`config.mk`:
```
export PLATFORM = sky130hd
export DESIGN_NAME = fr_fmul
export DESIGN_NICKNAME = d
export VERILOG_FILES = /design/src/hdl/fr_pkg.sv /design/src/hdl/fr_fmul.sv
export SDC_FILE = /design/constraint.sdc
export NUM_CORES = 2
export LEC_CHECK = 0
export BUFFER_PORTS_ARGS = -buffer_cell sky130_fd_sc_hd__buf_2
export CAP_MARGIN = 20
export CORE_MARGIN = 10
export CORE_UTILIZATION = 28
export CTS_BUF_LIST = sky130_fd_sc_hd__clkbuf_16
export CTS_CLUSTER_DIAMETER = 80
export DETAILED_ROUTE_END_ITERATION = 8
export GPL_ROUTABILITY_DRIVEN = 0
export GPL_TIMING_DRIVEN = 0
export PLACE_DENSITY = 0.55
export SETUP_SLACK_MARGIN = 0.3
export SYNTH_ARGS = -nofsm -noshare
export SYNTH_HDL_FRONTEND = slang
export SYNTH_SLANG_ARGS = --single-unit
export TNS_END_PERCENT = 5
```
`constraint.sdc`:
```
create_clock -name clock -period 23.1 [get_ports clock]
set_input_delay 4.62 -clock clock [delete_from_list [all_inputs] [get_ports clock]]
set_output_delay 4.62 -clock clock [all_outputs]
set_load 0.01 [all_outputs]
```
`src/hdl/fr_pkg.sv`:
```
`timescale 1ns / 1ps
// ----------------------------------------------------------------------------
// fr_pkg
// Shared types, constants and helpers of the fast root unit.
// ----------------------------------------------------------------------------
package fr_pkg;

   // seed constants and float literals (bit patterns)
   localparam logic [31:0] RSQRT_MAGIC   = 32'h5f3759df;
   localparam logic [31:0] ROOT_MAGIC    = 32'h5f375a86;
   localparam logic [31:0] HALF_BITS     = 32'h3f000000;
   localparam logic [31:0] ONE_HALF_BITS = 32'h3fc00000;
   localparam logic [31:0] DEFAULT_NAN   = 32'hffc00000;
   localparam logic [31:0] QUIET_BIT     = 32'h00400000;

   // command codes
   localparam logic CMD_RSQRT = 1'b0;
   localparam logic CMD_SQRT  = 1'b1;

   // values that travel alongside each item through the pipeline
   typedef struct packed {
      logic        cmd;
      logic [31:0] x;
      logic [31:0] half;
      logic [31:0] y;
      logic [31:0] t;
      logic [31:0] rsq;
   } side_type;

   // leading zero count of a 48-bit word, 48 when zero
   function automatic logic [5:0] lead_zeros(input logic [47:0] v);
      logic [5:0] n;
      logic       found;
      n     = 6'd48;
      found = 1'b0;
      for (int i = 47; i >= 0; i--) begin
         if (!found && v[i]) begin
            n     = 6'(47 - i);
            found = 1'b1;
         end
      end
      return n;
   endfunction

endpackage

```
`src/hdl/fr_fmul.sv`:
```
`timescale 1ns / 1ps
// ----------------------------------------------------------------------------
// fr_fmul
// Three-stage single-precision multiplier, round to nearest even,
// with subnormal support and side data carried along.
// ----------------------------------------------------------------------------
module fr_fmul (
   input  logic             clock,
   input  logic             reset,
   input  logic             in_valid,
   output logic             in_ready,
   input  logic [31:0]      op_a,
   input  logic [31:0]      op_b,
   input  fr_pkg::side_type side_in,
   output logic             out_valid,
   input  logic             out_ready,
   output logic [31:0]      result,
   output fr_pkg::side_type side_out
);

   // stage handshake
   logic v1_ff, v2_ff, v3_ff;
   logic rdy1, rdy2, rdy3;

   assign rdy3     = !v3_ff || out_ready;
   assign rdy2     = !v2_ff || rdy3;
   assign rdy1     = !v1_ff || rdy2;
   assign in_ready = rdy1;
   assign out_valid = v3_ff;

   always_ff @(posedge clock) begin
      if (reset) begin
         v1_ff <= 1'b0;
         v2_ff <= 1'b0;
         v3_ff <= 1'b0;
      end else begin
         if (rdy1) v1_ff <= in_valid;
         if (rdy2) v2_ff <= v1_ff;
         if (rdy3) v3_ff <= v2_ff;
      end
   end

   // stage 1: unpack, special cases, significand product
   logic [47:0]      p1_in, p1_ff;
   logic [8:0]       esum1_in, esum1_ff;
   logic             sg1_in, sg1_ff, spc1_in, spc1_ff;
   logic [31:0]      spr1_in, spr1_ff;
   fr_pkg::side_type sd1_ff;

   always_comb begin
      logic       a_nan, b_nan, a_inf, b_inf, a_zero, b_zero;
      logic [7:0] ea_eff, eb_eff;
      a_nan  = (op_a[30:23] == 8'hff) && (op_a[22:0] != 23'd0);
      b_nan  = (op_b[30:23] == 8'hff) && (op_b[22:0] != 23'd0);
      a_inf  = (op_a[30:23] == 8'hff) && (op_a[22:0] == 23'd0);
      b_inf  = (op_b[30:23] == 8'hff) && (op_b[22:0] == 23'd0);
      a_zero = (op_a[30:0] == 31'd0);
      b_zero = (op_b[30:0] == 31'd0);
      sg1_in = op_a[31] ^ op_b[31];
      ea_eff = (op_a[30:23] == 8'd0) ? 8'd1 : op_a[30:23];
      eb_eff = (op_b[30:23] == 8'd0) ? 8'd1 : op_b[30:23];
      esum1_in = {1'b0, ea_eff} + {1'b0, eb_eff};
      p1_in = {24'd0, (op_a[30:23] != 8'd0), op_a[22:0]}
            * {24'd0, (op_b[30:23] != 8'd0), op_b[22:0]};
      spc1_in = 1'b1;
      if (a_nan)                                    spr1_in = op_a | fr_pkg::QUIET_BIT;
      else if (b_nan)                               spr1_in = op_b | fr_pkg::QUIET_BIT;
      else if ((a_inf && b_zero) || (a_zero && b_inf)) spr1_in = fr_pkg::DEFAULT_NAN;
      else if (a_inf || b_inf)                      spr1_in = {sg1_in, 8'hff, 23'd0};
      else if (a_zero || b_zero)                    spr1_in = {sg1_in, 31'd0};
      else begin
         spc1_in = 1'b0;
         spr1_in = 32'd0;
      end
   end

   always_ff @(posedge clock) begin
      if (rdy1) begin
         p1_ff    <= p1_in;
         esum1_ff <= esum1_in;
         sg1_ff   <= sg1_in;
         spc1_ff  <= spc1_in;
         spr1_ff  <= spr1_in;
         sd1_ff   <= side_in;
      end
   end

   // stage 2: locate leading one, pick exponent and shift
   logic [47:0]        p2_ff;
   logic signed [9:0]  r2_in, r2_ff;
   logic signed [10:0] e2_in, e2_ff;
   logic               sg2_ff, spc2_ff;
   logic [31:0]        spr2_ff;
   fr_pkg::side_type   sd2_ff;

   always_comb begin
      logic [5:0]         lead;
      logic [5:0]         l_pos;
      logic signed [10:0] e_norm;
      lead   = fr_pkg::lead_zeros(p1_ff);
      l_pos  = 6'd47 - lead;
      e_norm = $signed({5'd0, l_pos}) + $signed({2'd0, esum1_ff}) - 11'sd173;
      if (e_norm >= 11'sd1) begin
         e2_in = e_norm;
         r2_in = $signed({4'd0, l_pos}) - 10'sd23;
      end else begin
         e2_in = 11'sd1;
         r2_in = 10'sd151 - $signed({1'b0, esum1_ff});
      end
   end

   always_ff @(posedge clock) begin
      if (rdy2) begin
         p2_ff   <= p1_ff;
         r2_ff   <= r2_in;
         e2_ff   <= e2_in;
         sg2_ff  <= sg1_ff;
         spc2_ff <= spc1_ff;
         spr2_ff <= spr1_ff;
         sd2_ff  <= sd1_ff;
      end
   end

   // stage 3: align, round to nearest even, pack
   logic [31:0]      res3_in, res3_ff;
   fr_pkg::side_type sd3_ff;

   always_comb begin
      logic [47:0] wide, gb, mask;
      logic [5:0]  rc;
      logic [4:0]  lsh;
      logic [23:0] m;
      logic        g, st;
      logic [24:0] mr;
      logic [33:0] packed_v;
      logic [10:0] e_m1;
      g   = 1'b0;
      st  = 1'b0;
      rc  = 6'd0;
      lsh = 5'd0;
      gb  = 48'd0;
      mask = 48'd0;
      if (r2_ff < 10'sd0) begin
         lsh  = 5'(-r2_ff);
         wide = p2_ff << lsh;
      end else begin
         rc   = (r2_ff > 10'sd63) ? 6'd63 : r2_ff[5:0];
         wide = p2_ff >> rc;
         if (rc != 6'd0) begin
            gb   = p2_ff >> (rc - 6'd1);
            g    = gb[0];
            mask = (48'd1 << (rc - 6'd1)) - 48'd1;
            st   = |(p2_ff & mask);
         end
      end
      m        = wide[23:0];
      mr       = {1'b0, m} + {24'd0, g & (st | m[0])};
      e_m1     = 11'(e2_ff - 11'sd1);
      packed_v = {e_m1, 23'd0} + {9'd0, mr};
      if (spc2_ff)
         res3_in = spr2_ff;
      else if (packed_v[33:23] >= 11'd255)
         res3_in = {sg2_ff, 8'hff, 23'd0};
      else
         res3_in = {sg2_ff, packed_v[30:0]};
   end

   always_ff @(posedge clock) begin
      if (rdy3) begin
         res3_ff <= res3_in;
         sd3_ff  <= sd2_ff;
      end
   end

   assign result   = res3_ff;
   assign side_out = sd3_ff;

`ifndef ASSERT_OFF
   // full pipe is the only reason to refuse a beat
   a_ready_full: assert property (@(posedge clock) disable iff (reset)
      !in_ready |-> (v1_ff && v2_ff && v3_ff))
      else $error("fr_fmul: ready low with a free stage");
   // a waiting result stays put
   a_hold: assert property (@(posedge clock) disable iff (reset)
      (out_valid && !out_ready) |=> (out_valid && $stable(result)))
      else $error("fr_fmul: stalled result lost");
   // reset empties the pipe
   a_reset: assert property (@(posedge clock)
      reset |=> !(v1_ff || v2_ff || v3_ff))
      else $error("fr_fmul: stage valid after reset");
`endif

endmodule

```
**Yosys cells after proc, flatten, opt, wreduce, memory -nomap -nowiden**

Index checks and enable logic that the tools add are counted.
W data, S select, Z words.

- Word-level logic and storage cells: 296
- Output and inout bits: 195
- Register bits after elaboration: 712
- Bits of input ports: 229

- Equal/unequal tests: 2
- Multiplexer cells: 112
- Bitwise logic cells: 4
- Shifts and indexed selects: 4
- Magnitude comparators: 4
- Add/subtract/negate cells: 12
- Reductions and logical operators: 123
- Multipliers: 1

Operators by type and width:

| kind | count |
|---|---|
| $mux W6 | 49 |
| $mux W32 | 6 |
| $logic_not A31 Y1 | 2 |
| $logic_and A1 B1 Y1 | 53 |
| $mux W1 | 52 |
| $logic_not A1 Y1 | 50 |
| $and A48 B48 Y48 | 1 |
| $mul A24 B24 Y48 | 1 |
| $reduce_or A48 Y1 | 1 |
| $shl A1 B6 Y48 const A | 1 |
| $shl A48 B5 Y24 | 1 |
| $shr A48 B6 Y1 | 1 |
| $shr A48 B6 Y24 | 1 |
| $sub A48 B1 Y48 const B | 1 |
| $logic_not A23 Y1 | 2 |
| $reduce_bool A23 Y1 | 2 |
| $add A34 B25 Y34 | 1 |
| $mux W31 | 1 |
| $add A24 B1 Y25 | 1 |
| $mux W24 | 1 |
| $eq A8 B8 Y1 const B | 2 |
| $logic_not A8 Y1 | 2 |
| $mux W8 | 2 |
| $reduce_bool A8 Y1 | 2 |
| other kinds (21) | 26 |

**Depth between registers and ports, before layout**

- Depth after elaboration: 147
- Depth in mapped cells: 30
- Depth with buffers taken out: 28

**Worst setup path after synthesis**

No wires, ideal clock.

- Kind: input-to-output
- Start: in out_ready
- End: out in_ready
- Stages on the path: 3
- Buffers on the path: 0
- Required time: 18,480 ps
- Arrival: 10,190 ps
- Setup slack: 8,290 ps
- Cells stage by stage: nor2b_1 > and2_1 > nand2_1

- Longest elaborated chain between the ends: 3

Ends and longest elaborated chain:

| item | RTL line | source |
|---|---|---|
| start: declaration | fr_fmul.sv:16 | `input logic out_ready,` |
| $logic_or A1 B1 Y1 | fr_fmul.sv:25 | `assign rdy3 = !v3_ff \|\| out_ready;` |
| $logic_or A1 B1 Y1 | fr_fmul.sv:26 | `assign rdy2 = !v2_ff \|\| rdy3;` |
| $logic_or A1 B1 Y1 | fr_fmul.sv:27 | `assign rdy1 = !v1_ff \|\| rdy2;` |
| end: declaration | fr_fmul.sv:11 | `output logic in_ready,` |

Every way passes these cells.

**Worst setup path in the final report**

- Start: in op_a[9]
- End: reg p1_ff[44] (data pin)

- Longest elaborated chain between the ends: 1

Ends and longest elaborated chain:

| item | RTL line | source |
|---|---|---|
| start: declaration | fr_fmul.sv:12 | `input logic [31:0] op_a,` |
| $mul A24 B24 Y48 | fr_fmul.sv:64 | `* {24'd0, (op_b[30:23] != 8'd0), op_b[22:0]};` |
| named net p1_in[44] | fr_fmul.sv:44 | `logic [47:0] p1_in, p1_ff;` |
| end signal: assignment | fr_fmul.sv:79 | `p1_ff <= p1_in;` |
| end: declaration | fr_fmul.sv:44 |  |

The timed path passes the listed nets, and every way through them passes these cells.
A chain may end at the register's enable or synchronous reset.

==> results by stage <==
STA:
- The count of endpoints failing setup in the final report is 0.
- Across the routed clock network, the largest skew measured is 0.0305 ns.
- The clock period could shrink to roughly 13 ns.
- Hold is met by 0.389 ns.
- The final clock period utilization by the worst path is 0.576.
- For the pin with the worst max-slew slack, the measured transition is approximately 1.1 ns.
- The final hold violation count is 0.
- In this run the tightest slew margin relative to its limit is 0.230.
- Setup repair after global routing left no endpoint under its margin.
- The final-layout setup total negative slack is 0 ns.
- The achievable frequency is between 0.07 and 0.08 GHz.
- The final count of pins violating max slew is 0.

Clock tree:
- The buffers inserted during post-CTS setup optimization is 0.
- The cell chosen for the clock root is clkbuf_16.
- The clock passes through at most 3 buffers.
- Gates resized during post-CTS repair numbered 0.
- The number of hold buffers added after cts is 0.
- The insertion delay of the later-clocked pin in the worst-skew pair is 0.63 ns.
- The clock sink count is slightly above 700.
- The clock-pin slew on the worst setup and hold paths is approximately 0.060 ns.
- The total clock buffers created by CTS is between 70 and 80.
- The H-tree was split into 3 levels.
- The CTS tree is done.

Worst setup path:
- The worst setup path is launched from an input pin.
- The worst setup path is captured at a flip-flop.
- The number of cells on the worst reg-to-reg path is 20.
- The maximum fanout count along the critical path is 10.
- In this run the number of cells on the critical path is 28.
- The start-to-end type of the worst setup path is in2reg.
- The stage delay of the slowest cell on the critical path is about 0.8 ns.
- STA puts the critical path data arrival time at ~14 ns.
- The cell occurring most often along the worst timing path is fa_1.
- The combined buffer and inverter count along the critical path is 6.
- The largest individual stage delay along the critical path comes from the cell clkbuf_1.
- The required time reported for the critical path endpoint is ~23 ns.
- The kind of cell with the highest combined delay along the critical path is adder cells.

Synthesis:
- The portion of the post-synthesis area used by sequential elements is 0.423.
- Averaged over all synthesized cells, the footprint is roughly 11 um2.
- Summing every instance area after synthesis gives about 0.051 mm2.
- The predominant post-synthesis flop cell is edfxtp_1.
- The fraction of synthesis flops using an asynchronous set or reset pin is 0.
- The synthesized design contains ~710 enable-type register cells.
- The unique cell type count in the Yosys netlist is approximately 100.
- The synthesized instance count is 4447.
- The synthesized design contains approximately 700 register bits.
- The count of yosys warnings during synthesis is 0.
- When the netlist entered floorplanning its net count stood at between 5000 and 6000.

Cells and area:
- The number of inserted filler cells in the final layout is about 18000.
- Summing all multi-input logic gate instances after layout gives 0.0258 mm2.
- The proportion of layout cells with a drive suffix above 1 is 0.139.
- The total number of nets in the final design is 5853.
- The layout overhead on the synthesized area is 15.0%.
- The sequential cell area in the final layout is about 0.021 mm2.

Detailed routing:
- The post-detailed-route count of antenna-violating nets is 0.
- The detailed-route via count is around 38000.
- In the routed layout, each cell is associated on average with a via count of 5.19.
- The first routing iteration left about 4400 violations.
- Before antenna repair, the detailed router went through 9 iterations.
- After detailed routing, the total wire length is 179000 um.
- The final routed DRC violation total is 0.
- The post-detailed-route wirelength per cell is 24.3 um.

Floorplanning:
- The total die area is approximately 0.20 mm2.
- The effective utilization at floorplan is 0.282.
- The die extent in y is ~440 um.
- The number of primary I/O pins is 424.
- The core region is 0.179 mm2.
- The die boundary width is roughly 440 um.
- In this run the core area contains ~160 standard-cell rows.

Worst hold path:
- In this run the worst hold path is classified as reg2reg.
- The cell depth of the worst hold path is 0.

Global routing:
- The wire length of the first global-routing pass is about 260000 um.
- Entering global routing, the biggest net connects 120 pins.
- The overall global routing resource usage is 0.173.
- For this run the aggregate overflow at the end of global routing stands at 0.
- The number of antenna violations at the first check in global routing was 33.
- The via count of the first global-routing pass is 38100.

Status:
- The flow ran to the end, and the final reports show no timing, DRC or antenna violations.

Placed design:
- The port buffer count is between 300 and 400.
- After legalization and detailed placement, the total HPWL measured around 140000 um.

Job:
- The number of max-capacitance violations reported is 0.
cell usage after synthesis (35+ instances only):
master	number	area, um2
a31oi_1	58	363
inv_1	552	2070
a21oi_1	119	596
clkbuf_1	215	807
buf_2	38	190
o21ai_0	137	686
mux2i_1	36	360
xnor2_1	73	639
nand2_1	597	2240
a221oi_1	46	403
nor2_1	154	578
nor3_1	48	240
and2_1	223	1400
nand3_1	86	430
edfxtp_1	709	21300
ha_1	209	2620
nor4_1	35	219
fa_1	484	9690
nor2b_1	40	250
xor2_1	41	359
cell usage in the layout (no fill, tap or decap), types with 32 or more instances in the layout:
cell       count
o21ai_0      137
nor2_1       154
inv_1        558
clkbuf_1     215
mux4_2        33
ha_1         209
nor4_1        33
xnor2_1       73
nor2b_1       40
a211oi_1      32
nand2_1      596
nor3_1        48
edfxtp_1     709
a221oi_1      46
xor2_1        41
and2_1       223
a21oi_1      119
fa_1         484
a31oi_1       58
nand3_1       86
buf_2        436
mux2i_1       36
clkbuf_16     74
cells by family after synthesis:
| group | after synthesis | share of synthesized area |
|---|---|---|
| AOI/OAI and AO/OA | 695 | 0.0982 |
| muxes | 78 | 0.0239 |
| DFF | 712 | 0.423 |
| other | 1 | 0.0000743 |
| xor gates and xnor gates | 114 | 0.0198 |
| and+or+nand+nor | 1314 | 0.126 |
| buffers and inverters | 840 | 0.0661 |
| adders and majority gates | 693 | 0.244 |
through the flow:
| stage | std cells | cell area [um2] | worst slack, ns | util |
|---|---|---|---|---|
| floorplan | 4447 | 50500 | 8.29 | - |
| global placement | 7197 | 55400 | 4.11 | 0.310 |
| detailed placement | 7210 | 55700 | 9.30 | 0.311 |
| CTS | 7340 | 58000 | 9.93 | 0.325 |
| global route | 7344 | 58000 | 9.47 | 0.325 |
| finish | 7347 | 58100 | 9.80 | 0.325 |
worst paths after layout:
path / slack, ns / to / from
worst max-delay path: 9.80 / p1_ff[44] / op_a[9]
worst min-delay path: 0.39 / sd2_ff[34] / sd1_ff[34]
worst max register to register: 14.91 / r2_ff[9] / p1_ff[47]
worst min register to register: 0.39 / sd2_ff[34] / sd1_ff[34]
per-layer routing:
layer  vias to the layer above  wire (um)  global-route usage
met2                      2428      81000               0.278
met1                     18800      69000               0.217
met4                        14       8870              0.0726
met5                         -        100                   0
li1                      16300          -                   -
met3                       595      19600              0.0497
sequential cells by signal, indices dropped and copies added, names as in the netlist, 10 cells and up:
name and count:
p1_ff 48, spr1_ff 32, e2_ff 11, p2_ff 48, spr2_ff 32, r2_ff 10, side_out 161, sd2_ff 161
sd1_ff 161, result 32
layout make-up:
| cell class | instances | area share |
|---|---|---|
| clock inverters | 56 | 0.00849 |
| inverters | 555 | 0.0361 |
| well taps | 2355 | 0.0508 |
| flip-flops and latches | 712 | 0.368 |
| clock buffers | 74 | 0.0319 |
| plain buffers | 285 | 0.0216 |
| multi-input cells | 2895 | 0.445 |
| repair buffers | 408 | 0.0381 |
| diodes | 7 | 0.000302 |
Power is left out: the tool's default activity adds up to more than one toggle a clock period on the data nets, which glitch-free logic cannot reach.
