### config.mk
export PLATFORM = sky130hd
export DESIGN_NAME = fr_fsub
export DESIGN_NICKNAME = d
export VERILOG_FILES = /design/src/hdl/fr_pkg.sv /design/src/hdl/fr_fsub.sv
export SDC_FILE = /design/constraint.sdc
export NUM_CORES = 1
export LEC_CHECK = 0
export ABC_CLOCK_PERIOD_IN_PS = 13900
export BUFFER_PORTS_ARGS = -buffer_cell sky130_fd_sc_hd__buf_2
export CAP_MARGIN = 0
export CORE_MARGIN = 1
export CORE_UTILIZATION = 42
export CTS_BUF_LIST = sky130_fd_sc_hd__clkbuf_2
export CTS_CLUSTER_DIAMETER = 100
export DETAILED_ROUTE_END_ITERATION = 16
export SYNTH_ARGS = -nofsm -noshare
export SYNTH_HDL_FRONTEND = slang
export SYNTH_SLANG_ARGS = --single-unit
### constraint.sdc
create_clock -name clock -period 13.9 [get_ports clock]
set_clock_uncertainty 0.15 [all_clocks]
set_input_delay 0.695 -clock clock [delete_from_list [all_inputs] [get_ports clock]]
set_output_delay 0.695 -clock clock [all_outputs]
set_load 0.005 [all_outputs]
### src/hdl/fr_pkg.sv
`timescale 1ns / 1ps
// ----------------------------------------------------------------------------
// fr_pkg
// Shared types, constants and helpers of the fast root unit.
// ----------------------------------------------------------------------------
package fr_pkg;

   // seed constants and float literals (bit patterns)
   localparam logic [31:0] RSQRT_MAGIC   = 32'h5f3759df;
   localparam logic [31:0] ROOT_MAGIC    = 32'h5f375a86;
   localparam logic [31:0] HALF_BITS     = 32'h3f000000;
   localparam logic [31:0] ONE_HALF_BITS = 32'h3fc00000;
   localparam logic [31:0] DEFAULT_NAN   = 32'hffc00000;
   localparam logic [31:0] QUIET_BIT     = 32'h00400000;

   // command codes
   localparam logic CMD_RSQRT = 1'b0;
   localparam logic CMD_SQRT  = 1'b1;

   // values that travel alongside each item through the pipeline
   typedef struct packed {
      logic        cmd;
      logic [31:0] x;
      logic [31:0] half;
      logic [31:0] y;
      logic [31:0] t;
      logic [31:0] rsq;
   } side_type;

   // leading zero count of a 48-bit word, 48 when zero
   function automatic logic [5:0] lead_zeros(input logic [47:0] v);
      logic [5:0] n;
      logic       found;
      n     = 6'd48;
      found = 1'b0;
      for (int i = 47; i >= 0; i--) begin
         if (!found && v[i]) begin
            n     = 6'(47 - i);
            found = 1'b1;
         end
      end
      return n;
   endfunction

endpackage

### src/hdl/fr_fsub.sv
`timescale 1ns / 1ps
// ----------------------------------------------------------------------------
// fr_fsub
// Three-stage single-precision subtractor a - b, round to nearest even,
// with subnormal support and side data carried along.
// ----------------------------------------------------------------------------
module fr_fsub (
   input  logic             clock,
   input  logic             reset,
   input  logic             in_valid,
   output logic             in_ready,
   input  logic [31:0]      op_a,
   input  logic [31:0]      op_b,
   input  fr_pkg::side_type side_in,
   output logic             out_valid,
   input  logic             out_ready,
   output logic [31:0]      result,
   output fr_pkg::side_type side_out
);

   // stage handshake
   logic v1_ff, v2_ff, v3_ff;
   logic rdy1, rdy2, rdy3;

   assign rdy3      = !v3_ff || out_ready;
   assign rdy2      = !v2_ff || rdy3;
   assign rdy1      = !v1_ff || rdy2;
   assign in_ready  = rdy1;
   assign out_valid = v3_ff;

   always_ff @(posedge clock) begin
      if (reset) begin
         v1_ff <= 1'b0;
         v2_ff <= 1'b0;
         v3_ff <= 1'b0;
      end else begin
         if (rdy1) v1_ff <= in_valid;
         if (rdy2) v2_ff <= v1_ff;
         if (rdy3) v3_ff <= v2_ff;
      end
   end

   // stage 1: specials, order by magnitude, align smaller operand
   logic [26:0]      ma1_in, ma1_ff, al1_in, al1_ff;
   logic [7:0]       e1_in, e1_ff;
   logic             sg1_in, sg1_ff, sub1_in, sub1_ff, zs1_in, zs1_ff;
   logic             spc1_in, spc1_ff;
   logic [31:0]      spr1_in, spr1_ff;
   fr_pkg::side_type sd1_ff;

   always_comb begin
      logic        a_nan, b_nan, a_inf, b_inf, swap, sb_eff, s_small;
      logic [7:0]  eb_big, eb_small, e_small;
      logic [22:0] f_big, f_small;
      logic [7:0]  d;
      logic [4:0]  dc;
      logic [26:0] m_small, mask;
      a_nan = (op_a[30:23] == 8'hff) && (op_a[22:0] != 23'd0);
      b_nan = (op_b[30:23] == 8'hff) && (op_b[22:0] != 23'd0);
      a_inf = (op_a[30:23] == 8'hff) && (op_a[22:0] == 23'd0);
      b_inf = (op_b[30:23] == 8'hff) && (op_b[22:0] == 23'd0);
      sb_eff = ~op_b[31];
      swap   = op_b[30:0] > op_a[30:0];
      sg1_in   = swap ? sb_eff : op_a[31];
      s_small  = swap ? op_a[31] : sb_eff;
      eb_big   = swap ? op_b[30:23] : op_a[30:23];
      f_big    = swap ? op_b[22:0] : op_a[22:0];
      eb_small = swap ? op_a[30:23] : op_b[30:23];
      f_small  = swap ? op_a[22:0] : op_b[22:0];
      e1_in    = (eb_big == 8'd0) ? 8'd1 : eb_big;
      e_small  = (eb_small == 8'd0) ? 8'd1 : eb_small;
      d        = e1_in - e_small;
      dc       = (d > 8'd31) ? 5'd31 : d[4:0];
      ma1_in   = {(eb_big != 8'd0), f_big, 3'd0};
      m_small  = {(eb_small != 8'd0), f_small, 3'd0};
      mask     = (27'd1 << dc) - 27'd1;
      al1_in   = (m_small >> dc) | {26'd0, |(m_small & mask)};
      sub1_in  = sg1_in != s_small;
      zs1_in   = sub1_in ? 1'b0 : sg1_in;
      spc1_in  = 1'b1;
      if (a_nan)                                  spr1_in = op_a | fr_pkg::QUIET_BIT;
      else if (b_nan)                             spr1_in = op_b | fr_pkg::QUIET_BIT;
      else if (a_inf && b_inf && (op_a[31] == op_b[31])) spr1_in = fr_pkg::DEFAULT_NAN;
      else if (a_inf)                             spr1_in = op_a;
      else if (b_inf)                             spr1_in = {sb_eff, 8'hff, 23'd0};
      else begin
         spc1_in = 1'b0;
         spr1_in = 32'd0;
      end
   end

   always_ff @(posedge clock) begin
      if (rdy1) begin
         ma1_ff  <= ma1_in;
         al1_ff  <= al1_in;
         e1_ff   <= e1_in;
         sg1_ff  <= sg1_in;
         sub1_ff <= sub1_in;
         zs1_ff  <= zs1_in;
         spc1_ff <= spc1_in;
         spr1_ff <= spr1_in;
         sd1_ff  <= side_in;
      end
   end

   // stage 2: add or subtract magnitudes, count leading zeros
   logic [27:0]      s2_in, s2_ff;
   logic [5:0]       lz2_in, lz2_ff;
   logic [7:0]       e2_ff;
   logic             sg2_ff, zs2_ff, spc2_ff;
   logic [31:0]      spr2_ff;
   fr_pkg::side_type sd2_ff;

   always_comb begin
      s2_in  = sub1_ff ? ({1'b0, ma1_ff} - {1'b0, al1_ff})
                       : ({1'b0, ma1_ff} + {1'b0, al1_ff});
      lz2_in = fr_pkg::lead_zeros({s2_in[26:0], 21'h1fffff});
   end

   always_ff @(posedge clock) begin
      if (rdy2) begin
         s2_ff   <= s2_in;
         lz2_ff  <= lz2_in;
         e2_ff   <= e1_ff;
         sg2_ff  <= sg1_ff;
         zs2_ff  <= zs1_ff;
         spc2_ff <= spc1_ff;
         spr2_ff <= spr1_ff;
         sd2_ff  <= sd1_ff;
      end
   end

   // stage 3: normalize, round to nearest even, pack
   logic [31:0]      res3_in, res3_ff;
   fr_pkg::side_type sd3_ff;

   always_comb begin
      logic [7:0]  elim, sh;
      logic [26:0] n27;
      logic [8:0]  e_fin;
      logic [23:0] m;
      logic        g, st;
      logic [24:0] mr;
      logic [10:0] e_m1;
      logic [33:0] packed_v;
      elim = e2_ff - 8'd1;
      sh   = ({2'd0, lz2_ff} < elim) ? {2'd0, lz2_ff} : elim;
      if (s2_ff[27]) begin
         n27   = {s2_ff[27:2], s2_ff[1] | s2_ff[0]};
         e_fin = {1'b0, e2_ff} + 9'd1;
      end else begin
         n27   = s2_ff[26:0] << sh;
         e_fin = {1'b0, e2_ff} - {1'b0, sh};
      end
      m        = n27[26:3];
      g        = n27[2];
      st       = |n27[1:0];
      mr       = {1'b0, m} + {24'd0, g & (st | m[0])};
      e_m1     = {2'd0, e_fin} - 11'd1;
      packed_v = {e_m1, 23'd0} + {9'd0, mr};
      if (spc2_ff)
         res3_in = spr2_ff;
      else if (s2_ff == 28'd0)
         res3_in = {zs2_ff, 31'd0};
      else if (packed_v[33:23] >= 11'd255)
         res3_in = {sg2_ff, 8'hff, 23'd0};
      else
         res3_in = {sg2_ff, packed_v[30:0]};
   end

   always_ff @(posedge clock) begin
      if (rdy3) begin
         res3_ff <= res3_in;
         sd3_ff  <= sd2_ff;
      end
   end

   assign result   = res3_ff;
   assign side_out = sd3_ff;

endmodule

======== After elaboration in Yosys (flattened, before gate mapping) ========
Cells that the tools add are included.
word-level totals
  bits in registers ....................... 690
  input port bits ......................... 229
  output and inout port bits .............. 195
  word-level logic and storage cells ...... 227
operators by class
  $add $sub $neg .......................... 10
  magnitude comparators ................... 4
  equal/unequal tests ..................... 4
  shifts and indexed selects .............. 3
  muxes and demuxes ....................... 76
  bitwise gates (word level) .............. 7
  reduce and logical (&&, ||, !) cells .... 81
operators by type and width
  cell                                                                 count
  32-bit two-way mux                                                   7
  5-bit two-way mux                                                    16
  27-bit OR reduction                                                  2
  23-bit logical NOT                                                   2
  23-bit two-way mux                                                   2
  23-bit nonzero test                                                  2
  8-bit two-way mux                                                    5
  33-bit by 26-bit adder with 34-bit output                            1
  1-bit logical AND                                                    32
  4-bit two-way mux                                                    8
  31-bit greater-than comparator                                       1
  1-bit two-way mux                                                    31
  31-bit two-way mux                                                   1
  1-bit logical NOT                                                    29
  27-bit by 27-bit adder with 28-bit output                            1
  28-bit logical NOT                                                   1
  28-bit two-way mux                                                   1
  27-bit by 27-bit subtractor with 28-bit output                       1
  27-bit bitwise AND                                                   1
  27-bit two-way mux                                                   1
  27-bit by 1-bit bitwise OR with 27-bit output                        1
  1-bit by 5-bit << shifter with 27-bit output (first input constant)  1
  27-bit by 8-bit << shifter with 27-bit output                        1
  27-bit by 5-bit right shift with 27-bit output                       1
  26 further kinds                                                     36

======== Logic depth before layout (Yosys ltp) ========
  depth after elaboration ................. 83
  mapped depth ............................ 36
  mapped depth without buffers ............ 31

======== Worst setup path after synthesis ========
OpenSTA, ideal clock, no wires.
  kind .................................... input -> register
  start ................................... input port op_a[4]
  end ..................................... register al1_ff[0], data pin
  arrival time ............................ 7.624 ns
  required time ........................... 13.485 ns
  setup slack ............................. 5.860 ns
  stages .................................. 33
  path buffers ............................ 6
  cell sequence ........................... clkbuf_1 > inv_1 > ha_1 > a21o_1 > a21oi_1 > nor2b_1 > o31a_1 > o21ai_0 > a21oi_1 > o22ai_1 > buf_2 > buf_1 > buf_1 > clkbuf_1 > buf_1 > nor3_1 > a31oi_1 > ha_1 > inv_1 > fa_1 > a21o_1 > a21oi_2 > o21bai_1 > a21oi_1 > xnor2_1 > nor3_2 > nand2_1 > or4_1 > a211oi_1 > a21oi_1 > o21ai_0 > a31oi_1 > or3_1
between the ends
  word-level cells in the longest chain between the ends .. 12
  elaborated cells on any way between the ends .. 18
  those cells by class .................... add/sub (2); order compare (2); shift (2); mux (6); bitwise (2); reduce/logical (4)
ends and longest elaborated chain
  item                                                      line                          text
  from (decl)                                               fr_fsub.sv:12                 input logic [31:0] op_a,
  31-bit greater-than comparator                            fr_fsub.sv:63                 swap = op_b[30:0] > op_a[30:0];
  8-bit two-way mux (on tied branches)                      fr_fsub.sv:66, fr_fsub.sv:68
  8-bit logical NOT (on tied branches)                      fr_fsub.sv:70, fr_fsub.sv:71
  8-bit two-way mux (on tied branches)                      fr_fsub.sv:70, fr_fsub.sv:71
  8-bit subtractor                                          fr_fsub.sv:72                 d = e1_in - e_small;
  8-bit by 5-bit greater-than comparator with 1-bit output  fr_fsub.sv:73                 dc = (d > 8'd31) ? 5'd31 : d[4:0];
  5-bit two-way mux                                         fr_fsub.sv:73
  1-bit by 5-bit << shifter with 27-bit output              fr_fsub.sv:76                 mask = (27'd1 << dc) - 27'd1;
  27-bit by 1-bit subtractor with 27-bit output             fr_fsub.sv:76
  27-bit bitwise AND                                        fr_fsub.sv:77                 al1_in = (m_small >> dc) | {26'd0, |(m_small & mask)};
  27-bit OR reduction                                       fr_fsub.sv:77
  27-bit by 1-bit bitwise OR with 27-bit output *           fr_fsub.sv:77
  net al1_in[0]                                             fr_fsub.sv:44                 logic [26:0] ma1_in, ma1_ff, al1_in, al1_ff;
  to (signal assigned)                                      fr_fsub.sv:95                 al1_ff <= al1_in;
  to (decl)                                                 fr_fsub.sv:44
The timed path passes the listed nets; every way through them passes the cells marked *.
A chain may end at the register's enable or synchronous reset.

======== Final worst setup path ========
  start ................................... register e2_ff[0]
  end ..................................... register res3_ff[17], in the netlist result[17], data pin
between the ends
  word-level cells in the longest chain between the ends .. 14
  elaborated cells on any way between the ends .. 18
  those cells by class .................... add/sub (6); order compare (2); shift (1); mux (6); bitwise (2); reduce/logical (1)
ends and longest elaborated chain
  item                                             line            text
  from (decl)                                      fr_fsub.sv:109  logic [7:0] e2_ff;
  from (signal assigned)                           fr_fsub.sv:124  e2_ff <= e1_ff;
  8-bit by 1-bit subtractor with 8-bit output      fr_fsub.sv:146  elim = e2_ff - 8'd1;
  6-bit by 8-bit < comparator with 1-bit output    fr_fsub.sv:147  sh = ({2'd0, lz2_ff} < elim) ? {2'd0, lz2_ff} : elim;
  8-bit two-way mux                                fr_fsub.sv:147
  27-bit by 8-bit << shifter with 27-bit output    fr_fsub.sv:152  n27 = s2_ff[26:0] << sh;
  27-bit two-way mux                               fr_fsub.sv:148  if (s2_ff[27]) begin
  2-bit OR reduction                               fr_fsub.sv:157  st = |n27[1:0];
  1-bit bitwise OR                                 fr_fsub.sv:158  mr = {1'b0, m} + {24'd0, g & (st | m[0])};
  1-bit bitwise AND                                fr_fsub.sv:158
  24-bit by 1-bit adder with 25-bit output         fr_fsub.sv:158
  33-bit by 26-bit adder with 34-bit output *      fr_fsub.sv:160  packed_v = {e_m1, 23'd0} + {9'd0, mr};
  11-bit by 8-bit >= comparator with 1-bit output  fr_fsub.sv:165  else if (packed_v[33:23] >= 11'd255)
  31-bit two-way mux *                             fr_fsub.sv:165
  32-bit two-way mux *                             fr_fsub.sv:163  else if (s2_ff == 28'd0)
  32-bit two-way mux *                             fr_fsub.sv:161  if (spc2_ff)
  net res3_in[17]                                  fr_fsub.sv:134  logic [31:0] res3_in, res3_ff;
  to (signal assigned)                             fr_fsub.sv:173  res3_ff <= res3_in;
  to (decl)                                        fr_fsub.sv:134
Marks and branches as above.

==> qor.yml <==
status: "finished, final reports clean"
ant_nets: 0
place_area_mm2: 0.0363
fin_area_mm2: 0.0422
synthXorXnorAreaFrac_pct: 2.18
hold_buffers: 424
crit_path_frequent_cell: "ha_1"
synth.avg_cell_area_um2: 12.8
layout.cells.non_filler: 4704
drc_errors: 0
multi_input_area_mm2: 0.0113
setup_tns_ns: 0
required_ns: 14.70
clkLatencyLatePin_ns: 1.33
worst_slack_ns: 3.63
wirelength_mm: 112
final_nets: 3862
grt-ovfl-total: 0
layout-drive-gt1-share_pct: 22.9
syn_nets: 2910
grt_pass1_vias: 25882
slew-limit-headroom_pct: 18.8
core-area_mm2: 0.0776
clock_path_buffers: 3
gp_congestion: 0.986
seq_area_mm2: 0.0207
yosys_warnings: 0
clkSinkCount: 690
hpwl_mm: 79.0
worst_ep_arrival_time_ns: 11.07
num_io_pins: 424
muxShareOfSynthArea_pct: 4.99
area_growth_pct: 27.8
vias_per_cell: 5.53
hold_viol_final: 0
path_clk_slew_ns: 0.10
ir_worst_vdd_mv: 0.0658
synthAdderAreaFrac_pct: 4.26
fin_crit_sh_pct: 73.9
cpMaxStageDelayCell: "a311o_1"
die_area_mm2: 0.0797
die_h_um: 282
synthArstFlopShare_pct: 0
num_vias: 26036
worst_pin_slew_ns: 1.19
grt_max_degree: 116
grt_setup_unrepaired: "no"
synth_cells: 2571
setup-violations-final: 0
initial_core_util_pct: 42.5
max_freq_ghz: 0.0974
fillers: 6619
root_buffer: "clkbuf_2"
syn_area_mm2: 0.0330
dp_cells: 3964
synth-simple-area-share_pct: 9.69
cts_buffers: 173
dieWidth_um: 282
seq_area_frac_synth_pct: 62.7
fp-row-count: 102
start_kind: "flip-flop"
min_path_type: "flip-flop to flip-flop"
cts_resized: 0
antenna_found_initial: 1
cts_setup_buffers: 0
synth_compound_area_share_pct: 13.0
htreeDepth: 4
io_buffer_count: 423
utilization_pct: 54.4
drt_iter0_drc: 2263
cap_viol_max_count: 0
firstDrtPassIters: 8
synth_edf_count: 687
wl_per_cell_um: 23.9
leakage_nw: 17.4
cp_slowest_stage_delay_ns: 0.92
setup.worst_path.class: "flip-flop to flip-flop"
grt_pass1_wl_mm: 162
slew_violations: 0
cts_tree: "yes"
synth_top_family_by_area: "compound AO/OA/AOI/OAI gates"
end_kind: "flip-flop"
synthFlopType: "edfxtp_1"
place_ws_ns: 3.90
grt_usage_pct: 27.5
period_needed_ns: 10.27
critical_path.max_fanout: 29
yosysUniqueCellTypes: 104
ys_ff_latch: 690
power-per-cell-area_mw_per_mm2: 144
==> registers in the layout, indices dropped and copies added, names as in the netlist, 6 cells and up <==
signal / cells
sd1_ff: 161
result: 32
sd2_ff: 161
side_out: 161
al1_ff: 27
e1_ff: 8
spr2_ff: 32
s2_ff: 28
spr1_ff: 32
e2_ff: 8
lz2_ff: 6
ma1_ff: 24
==> layer usage <==
| layer | part of all wire (%) | vias up | global-route usage, % |
|---|---|---|---|
| li1 | - | 11936 | - |
| met1 | 39 | 12675 | 33.1 |
| met2 | 50 | 1174 | 47.5 |
| met3 | 6.7 | 251 | 5.49 |
| met4 | 3.9 | 0 | 12.3 |
| met5 | 0 | - | 0 |
==> worst max-delay path: cells and delay by family (launching register included) <==
kind,cells,cell delay (ns)
compound gates,8,3.25
xor+xnor,2,0.45
fa+ha+maj,4,1.30
buf+inv,5,1.29
flops,1,0.57
simple gates,10,2.93
==> cells in the final DEF, fill, tap and decap left out, types with 49 or more instances in the layout <==
cell type	n
edfxtp_1	687
inv_1	128
clkbuf_2	232
mux2i_1	106
o21ai_0	113
nand2_1	242
xnor2_1	49
nor2_1	153
a21oi_1	124
clkinv_1	64
ha_1	106
nand3_1	51
buf_2	423
dlygate4sd3_1	424
==> per-stage QoR <==
step	total power, mW	hold slack (ns)
2_1_floorplan	3.83	0.250
3_3_place_gp	4.59	0.250
3_5_place_dp	4.59	0.255
4_1_cts	6.06	0.0320
5_1_grt	6.36	0.147
6_report	6.06	0.173
==> cell usage after synthesis (40+ instances only) <==
cell type  count  share of area [%]
a21oi_1      124                1.9
clkbuf_1      72               0.82
edfxtp_1     687                 63
ha_1         106                4.0
inv_1        130                1.5
mux2_2        40                1.4
mux2i_1      106                3.2
nand2_1      243                2.8
nand3_1       52               0.79
nor2_1       155                1.8
nor3_1        45               0.68
nor4_1        42               0.80
o21ai_0      113                1.7
xnor2_1       49                1.3
==> final timing paths <==
check	cells after the start	endpoint	slack, ns	startpoint
worst min-delay path	0	sd2_ff[156]	0.17	sd1_ff[156]
worst max-delay path	29	result[17]	3.63	e2_ff[0]
worst min register to register	0	sd2_ff[156]	0.17	sd1_ff[156]
worst max register to register	29	result[17]	3.63	e2_ff[0]
==> cell type report <==
type	instances	area share, %
Sequential cell	690	49.1
Timing Repair Buffer	891	15.9
Clock inverter	78	1.11
Tap cell	1040	3.09
Antenna cell	6	0.0356
Inverter	137	1.25
Clock buffer	232	2.75
Multi-Input combinational cell	1630	26.8
==> report_power, final <==
group / total (mW) / switching, mW / leakage (nW) / internal [mW]
registers: 2.66 / 0.162 / 7.47 / 2.50
logic: 2.03 / 1.30 / 8.74 / 0.728
clock network: 1.36 / 0.855 / 1.17 / 0.506
==> kinds of logic after synthesis <==
| logic type | count (synthesis) |
|---|---|
| compound gates | 616 |
| xor+xnor | 82 |
| fa+ha+maj | 110 |
| buf+inv | 251 |
| flops | 690 |
| mux | 152 |
| other cells | 1 |
| simple gates | 669 |
No activity file was read; power rests on OpenSTA's default activity.
